### src/sv/gbs_pkg.sv
`timescale 1ns / 1ps
package gbs_pkg;

    // Field widths of one box
    localparam int CoordW = 16;
    localparam int ScoreW = 16;
    localparam int ClassW = 7;
    localparam int BoxW   = 4 * CoordW;
    // Stored entry: box, then score, then class
    localparam int EntryW = BoxW + ScoreW + ClassW;
    localparam int DataW  = ((EntryW + 7) / 8) * 8;

    // Candidate store
    localparam int CandDepth = 1024;
    localparam int CandAw    = $clog2(CandDepth);
    localparam int CandCntW  = CandAw + 1;

    // Kept store
    localparam int KeepMax  = 64;
    localparam int KeepAw   = $clog2(KeepMax);
    localparam int KeepCntW = KeepAw + 1;

    // IoU arithmetic widths
    localparam int AreaW = 2 * CoordW;
    localparam int UniW  = AreaW + 1;
    localparam int ProdW = ScoreW + UniW;

    // Configuration registers
    localparam int CfgIdxW  = 2;
    localparam int CfgDataW = 16;
    localparam logic [CfgIdxW-1:0] REG_IOU_THR  = 2'd0;
    localparam logic [CfgIdxW-1:0] REG_MAX_KEPT = 2'd1;
    localparam logic [CfgIdxW-1:0] REG_IGN_CLS  = 2'd2;

    localparam logic [ScoreW-1:0] IouThrReset  = 16'd29491;
    localparam logic [ClassW-1:0] MaxKeptReset = 7'd64;

    typedef enum logic [4:0] {
        S_IDLE,
        S_SCAN_START,
        S_SCAN,
        S_SELECT,
        S_LATCH,
        S_CMP_RD,
        S_CMP_P1,
        S_CMP_P2,
        S_CMP_P3,
        S_CMP_P4,
        S_CMP_DEC,
        S_KEEP,
        S_NEXT,
        S_EMIT_RD,
        S_EMIT_LD,
        S_EMIT_WAIT,
        S_DONE
    } t_state;

    typedef struct packed {
        logic in_ready;
        logic scan_clr;
        logic scan_run;
        logic fetch;
        logic latch;
        logic k_clr;
        logic k_inc;
        logic keep;
        logic out_load;
        logic done;
    } t_cmd;

    typedef struct packed {
        logic                final_load;
        logic                scan_done;
        logic                best_vld;
        logic                cmp_end;
        logic                suppress;
        logic                keep_full;
        logic                out_taken;
        logic                emit_end;
        logic [KeepCntW-1:0] kept_cnt;
    } t_stat;

endpackage

### src/sv/gbs_ctrl.sv
`timescale 1ns / 1ps
module gbs_ctrl (
    input  logic          i_clk,
    input  logic          i_rst_n,
    input  gbs_pkg::t_stat i_stat,
    output gbs_pkg::t_cmd  o_cmd
);

    gbs_pkg::t_state r_state;
    gbs_pkg::t_state n_state;

    always_ff @(posedge i_clk) begin
        if (!i_rst_n) begin
            r_state <= gbs_pkg::S_IDLE;
        end else begin
            r_state <= n_state;
        end
    end

    // Next state.
    always_comb begin
        n_state = r_state;
        case (r_state)
            gbs_pkg::S_IDLE: begin
                if (i_stat.final_load) n_state = gbs_pkg::S_SCAN_START;
            end
            gbs_pkg::S_SCAN_START: n_state = gbs_pkg::S_SCAN;
            gbs_pkg::S_SCAN: begin
                if (i_stat.scan_done) n_state = gbs_pkg::S_SELECT;
            end
            gbs_pkg::S_SELECT: begin
                n_state = i_stat.best_vld ? gbs_pkg::S_LATCH : gbs_pkg::S_EMIT_RD;
            end
            gbs_pkg::S_LATCH: n_state = gbs_pkg::S_CMP_RD;
            gbs_pkg::S_CMP_RD: begin
                n_state = i_stat.cmp_end ? gbs_pkg::S_KEEP : gbs_pkg::S_CMP_P1;
            end
            gbs_pkg::S_CMP_P1: n_state = gbs_pkg::S_CMP_P2;
            gbs_pkg::S_CMP_P2: n_state = gbs_pkg::S_CMP_P3;
            gbs_pkg::S_CMP_P3: n_state = gbs_pkg::S_CMP_P4;
            gbs_pkg::S_CMP_P4: n_state = gbs_pkg::S_CMP_DEC;
            gbs_pkg::S_CMP_DEC: begin
                n_state = i_stat.suppress ? gbs_pkg::S_SCAN_START : gbs_pkg::S_CMP_RD;
            end
            gbs_pkg::S_KEEP: n_state = gbs_pkg::S_NEXT;
            gbs_pkg::S_NEXT: begin
                n_state = i_stat.keep_full ? gbs_pkg::S_EMIT_RD : gbs_pkg::S_SCAN_START;
            end
            gbs_pkg::S_EMIT_RD: n_state = gbs_pkg::S_EMIT_LD;
            gbs_pkg::S_EMIT_LD: n_state = gbs_pkg::S_EMIT_WAIT;
            gbs_pkg::S_EMIT_WAIT: begin
                if (i_stat.out_taken) begin
                    n_state = i_stat.emit_end ? gbs_pkg::S_DONE : gbs_pkg::S_EMIT_RD;
                end
            end
            gbs_pkg::S_DONE: n_state = gbs_pkg::S_IDLE;
            default: n_state = gbs_pkg::S_IDLE;
        endcase
    end

    // Commands to the datapath.
    always_comb begin
        o_cmd = '0;
        case (r_state)
            gbs_pkg::S_IDLE:       o_cmd.in_ready = 1'b1;
            gbs_pkg::S_SCAN_START: o_cmd.scan_clr = 1'b1;
            gbs_pkg::S_SCAN:       o_cmd.scan_run = 1'b1;
            gbs_pkg::S_SELECT: begin
                o_cmd.fetch = 1'b1;
                o_cmd.k_clr = 1'b1;
            end
            gbs_pkg::S_LATCH:      o_cmd.latch = 1'b1;
            gbs_pkg::S_CMP_DEC:    o_cmd.k_inc = !i_stat.suppress;
            gbs_pkg::S_KEEP:       o_cmd.keep = 1'b1;
            gbs_pkg::S_NEXT:       o_cmd.k_clr = 1'b1;
            gbs_pkg::S_EMIT_LD:    o_cmd.out_load = 1'b1;
            gbs_pkg::S_DONE:       o_cmd.done = 1'b1;
            default:               o_cmd = '0;
        endcase
    end

endmodule

### config.mk
export PLATFORM = sky130hd
export DESIGN_NAME = gbs_ctrl
export DESIGN_NICKNAME = d
export VERILOG_FILES = /design/src/sv/gbs_pkg.sv /design/src/sv/gbs_ctrl.sv
export SDC_FILE = /design/constraint.sdc
export NUM_CORES = 1
export LEC_CHECK = 0
export BUFFER_PORTS_ARGS = -buffer_cell sky130_fd_sc_hd__buf_2
export CORE_AREA = 2 2 39 41
export CTS_CLUSTER_SIZE = 40
export DETAILED_ROUTE_END_ITERATION = 6
export DIE_AREA = 0 0 41 43
export PLACE_DENSITY = 0.68
export SYNTH_ARGS = -nofsm -noshare
export SYNTH_HDL_FRONTEND = slang
export SYNTH_SLANG_ARGS = --single-unit
### constraint.sdc
create_clock -name i_clk -period 1.79 [get_ports i_clk]
set_input_delay 0.179 -clock i_clk [delete_from_list [all_inputs] [get_ports i_clk]]
set_output_delay 0.179 -clock i_clk [all_outputs]
set_load 0.02 [all_outputs]
==> impl_metrics.yaml <==
status:
  run_status: "completed"
cells_and_area:
  regArea_um2: 100
  largest_register: "r_state"
  antenna_cells: 0
  area_growth_pct: 29.4
  nets: 109
  final_layout_size_suffix_gt1_frac: 0.330
  postLayoutCellArea_um2: 628
  multi_input_comb_area_um2: 353
  number_of_flip_flops_under_the_largest_register_name: 5
  fill_cells: 149
  biggestRegsByFlops: "r_state x5"
detailed_routing:
  detailroute.via_count: 590
  detail_route.wl_per_cell_um: 12.3
  drt_first_pass_iters: 4
  dr.first_iter.drc_count: 33
  via_per_inst: 5.51
  ant_nets: 0
  route.detailed.drc: 0
  totalWireLength_mm: 1.31
setup_path:
  critPathKind: "register to output port"
  cp-end-kind: "output port"
  r2r_cells: 4
  timing.critical_path.from_type: "register"
  timing.reg2reg.setup_slack_ns: 0.26
  critical_path.max_fanout: 9
  worst-endpoint-arrival_ns: 1.47
  worstReg2RegStart: "r_state[4]$_SDFFE_PN0P_"
  reg_to_reg_critical_path_endpoint: "r_state[3]$_SDFFE_PN0P_"
  critPathRequiredTime_ns: 1.61
timing:
  rsz0062_at_grt: "no"
  setup-tns-final_ns: 0
  slew_headroom: 0.746
  skew_ns: 0.00396
  timing.final.setup_violations: 0
  max_slew.worst_pin.slew_ns: 0.380
  finalHoldViolCount: 0
  pins_over_their_slew_limit: 0
  max_freq_ghz: 0.607
  min_period_over_period: 0.920
  finalCriticalPeriod_ns: 1.65
  finalWorstSetupSlack_ns: 0.143
synth:
  post-synth-top-count-cell: "nor2_1"
  syn-num-nets: 86
  synth_seq_area_share: 0.206
  ys_seq_elements: 5
  syn_area_um2: 485
  synth.cells.most_frequent: "nor2_1 (9), nand2_1 (6), dfxtp_1 (5), nand2b_1 (5), nor3_1 (4)"
  synth_top_cell_area_share: 0.206
  synthArstFlopShare: 0
  synth.largest_area_cell: "dfxtp_1"
  synth_warnings: 0
  synth_cells: 69
  unique_cell_type_count_in_the_yosys_netlist: 31
  dominantRegCellSynth: "dfxtp_1"
  syn_area_per_cell_um2: 7.04
  synth-edff-count: 0
  ys_top_cells_by_area: "dfxtp_1 (21%), nor2_1 (7.0%), nand2b_1 (6.4%)"
grt:
  antenna_found_initial: 0
  first_pass_grt_wire_length_mm: 2.03
  pin_count_of_the_biggest_net_entering_global_routing: 13
  grtUsageTotal: 0.168
  number_of_global_route_vias_before_repair: 481
  grt-ovfl-total: 0
clock_network:
  ctsResizeCount: 0
  post_cts.repair.setup_buffers: 0
  worstSkewPairLatency_ns: 0.24
  clk_transition_reported_paths_ns: 0.04
  clock_tree.root_cell: "clkbuf_4"
  max-clock-path-buffers: 2
  cts.sinks: 5
  cts_inserted_buffers: 3
  clock_tree.htree_level_count: 1
  ctsHoldBuffers: 0
  tritoncts: "built"
placed_design:
  detailedPlace.worstSlack_ns: 0.277
  gp_congestion: 0.885
  place_hpwl_mm: 1.00
  port_buffers: 19
  placedInstanceArea_um2: 602
pwr:
  peak_supply_drop_mv: 0.479
  p_leak_nw: 0.278
  pwr_density_cell_nw_per_um2: 682
die:
  design.core.area_um2: 1380
  initial_core_utilization: 0.351
  die_height_um: 43
  die_area_um2: 1760
  io_pins: 27
  dieWidth_um: 41
  row_count: 14
worst_hold_path:
  hold_path_class: "input pin to register"
  hold_path.startpoint: "i_stat[7]"
  min_path_cells: 3
  hold_path_end: "r_state[4]$_SDFFE_PN0P_"
run:
  max-cap-violations: 0
where the power goes:
| part | switching [mW] | total (mW) | leakage, nW | internal (mW) |
|---|---|---|---|---|
| clock | 0.0460 | 0.130 | 0.0150 | 0.0843 |
| combinational | 0.0869 | 0.158 | 0.222 | 0.0708 |
| sequential | 0.0198 | 0.140 | 0.0408 | 0.121 |
| total | 0.153 | 0.428 | 0.278 | 0.276 |
per-layer routing:
metal  global-route usage  vias up  part of all wire
met2                0.225       37              0.45
met1                0.215      260              0.42
met3               0.0995        0              0.13
met5                    0        -                 0
met4               0.0600        0                 0
li1                     -      293                 -
per-stage QoR:
stage               instances  hold slack [ns]  total power [mW]  utilization
finish                    107            0.189             0.428        0.454
global route              107            0.182             0.472        0.454
floorplan                  69            0.297             0.246            -
CTS                       107            0.183             0.432        0.454
global placement          103            0.439             0.296        0.435
detailed placement        103            0.437             0.299        0.435
kinds of logic (layout without fill, tap and decap cells):
logic type,Yosys count,count (layout),synth area share
buffers and inverters,7,29,0.0670
AOI/OAI and AO/OA,14,14,0.222
and+or+nand+nor,43,43,0.505
DFF,5,5,0.206
worst max-delay path: stages, from the launching register on:
cell and delay, ns:
dfxtp_1 0.49, buf_4 0.21, and2_1 0.18, a22oi_1 0.10, nor2_1 0.08, buf_2 0.17
worst max path at each step:
stage	start	endpoint	cells after the start
after detailed placement	r_state[4]$_SDFFE_PN0P_	r_state[3]$_SDFFE_PN0P_	4
final	r_state[0]$_SDFFE_PN0P_	o_cmd[4]	5
after global routing	r_state[0]$_SDFFE_PN0P_	o_cmd[4]	5
after CTS	r_state[3]$_SDFFE_PN0P_	o_cmd[5]	4
after global placement	r_state[4]$_SDFFE_PN0P_	r_state[3]$_SDFFE_PN0P_	4
after floorplan	r_state[4]$_SDFFE_PN0P_	o_cmd[9]	2
layout by cell type, fill, tap and decap left out, drive strengths merged, types with 2 or more instances in the layout:
| cell type | netlist | layout |
|---|---|---|
| buf | 3 | 22 |
| nor2 | 9 | 9 |
| nand2 | 6 | 6 |
| nand2b | 5 | 5 |
| dfxtp | 5 | 5 |
| nor3 | 4 | 4 |
| and2 | 4 | 4 |
| clkbuf | 1 | 4 |
| inv | 3 | 3 |
| nor2b | 3 | 3 |
| nand3 | 3 | 3 |
| a31oi | 3 | 3 |
| nand3b | 2 | 2 |
| o21ai | 2 | 2 |
| a21oi | 2 | 2 |
| and4bb | 2 | 2 |
| or3 | 2 | 2 |
area by class of cell:
cell class              instances  share of cell area
multi-input cells              57               0.562
repair buffers                 22               0.187
flip-flops and latches          5               0.159
clock buffers                   4              0.0418
well taps                      16              0.0319
inverters                       3              0.0179
Note: power is estimated with default switching activity, not from simulation.
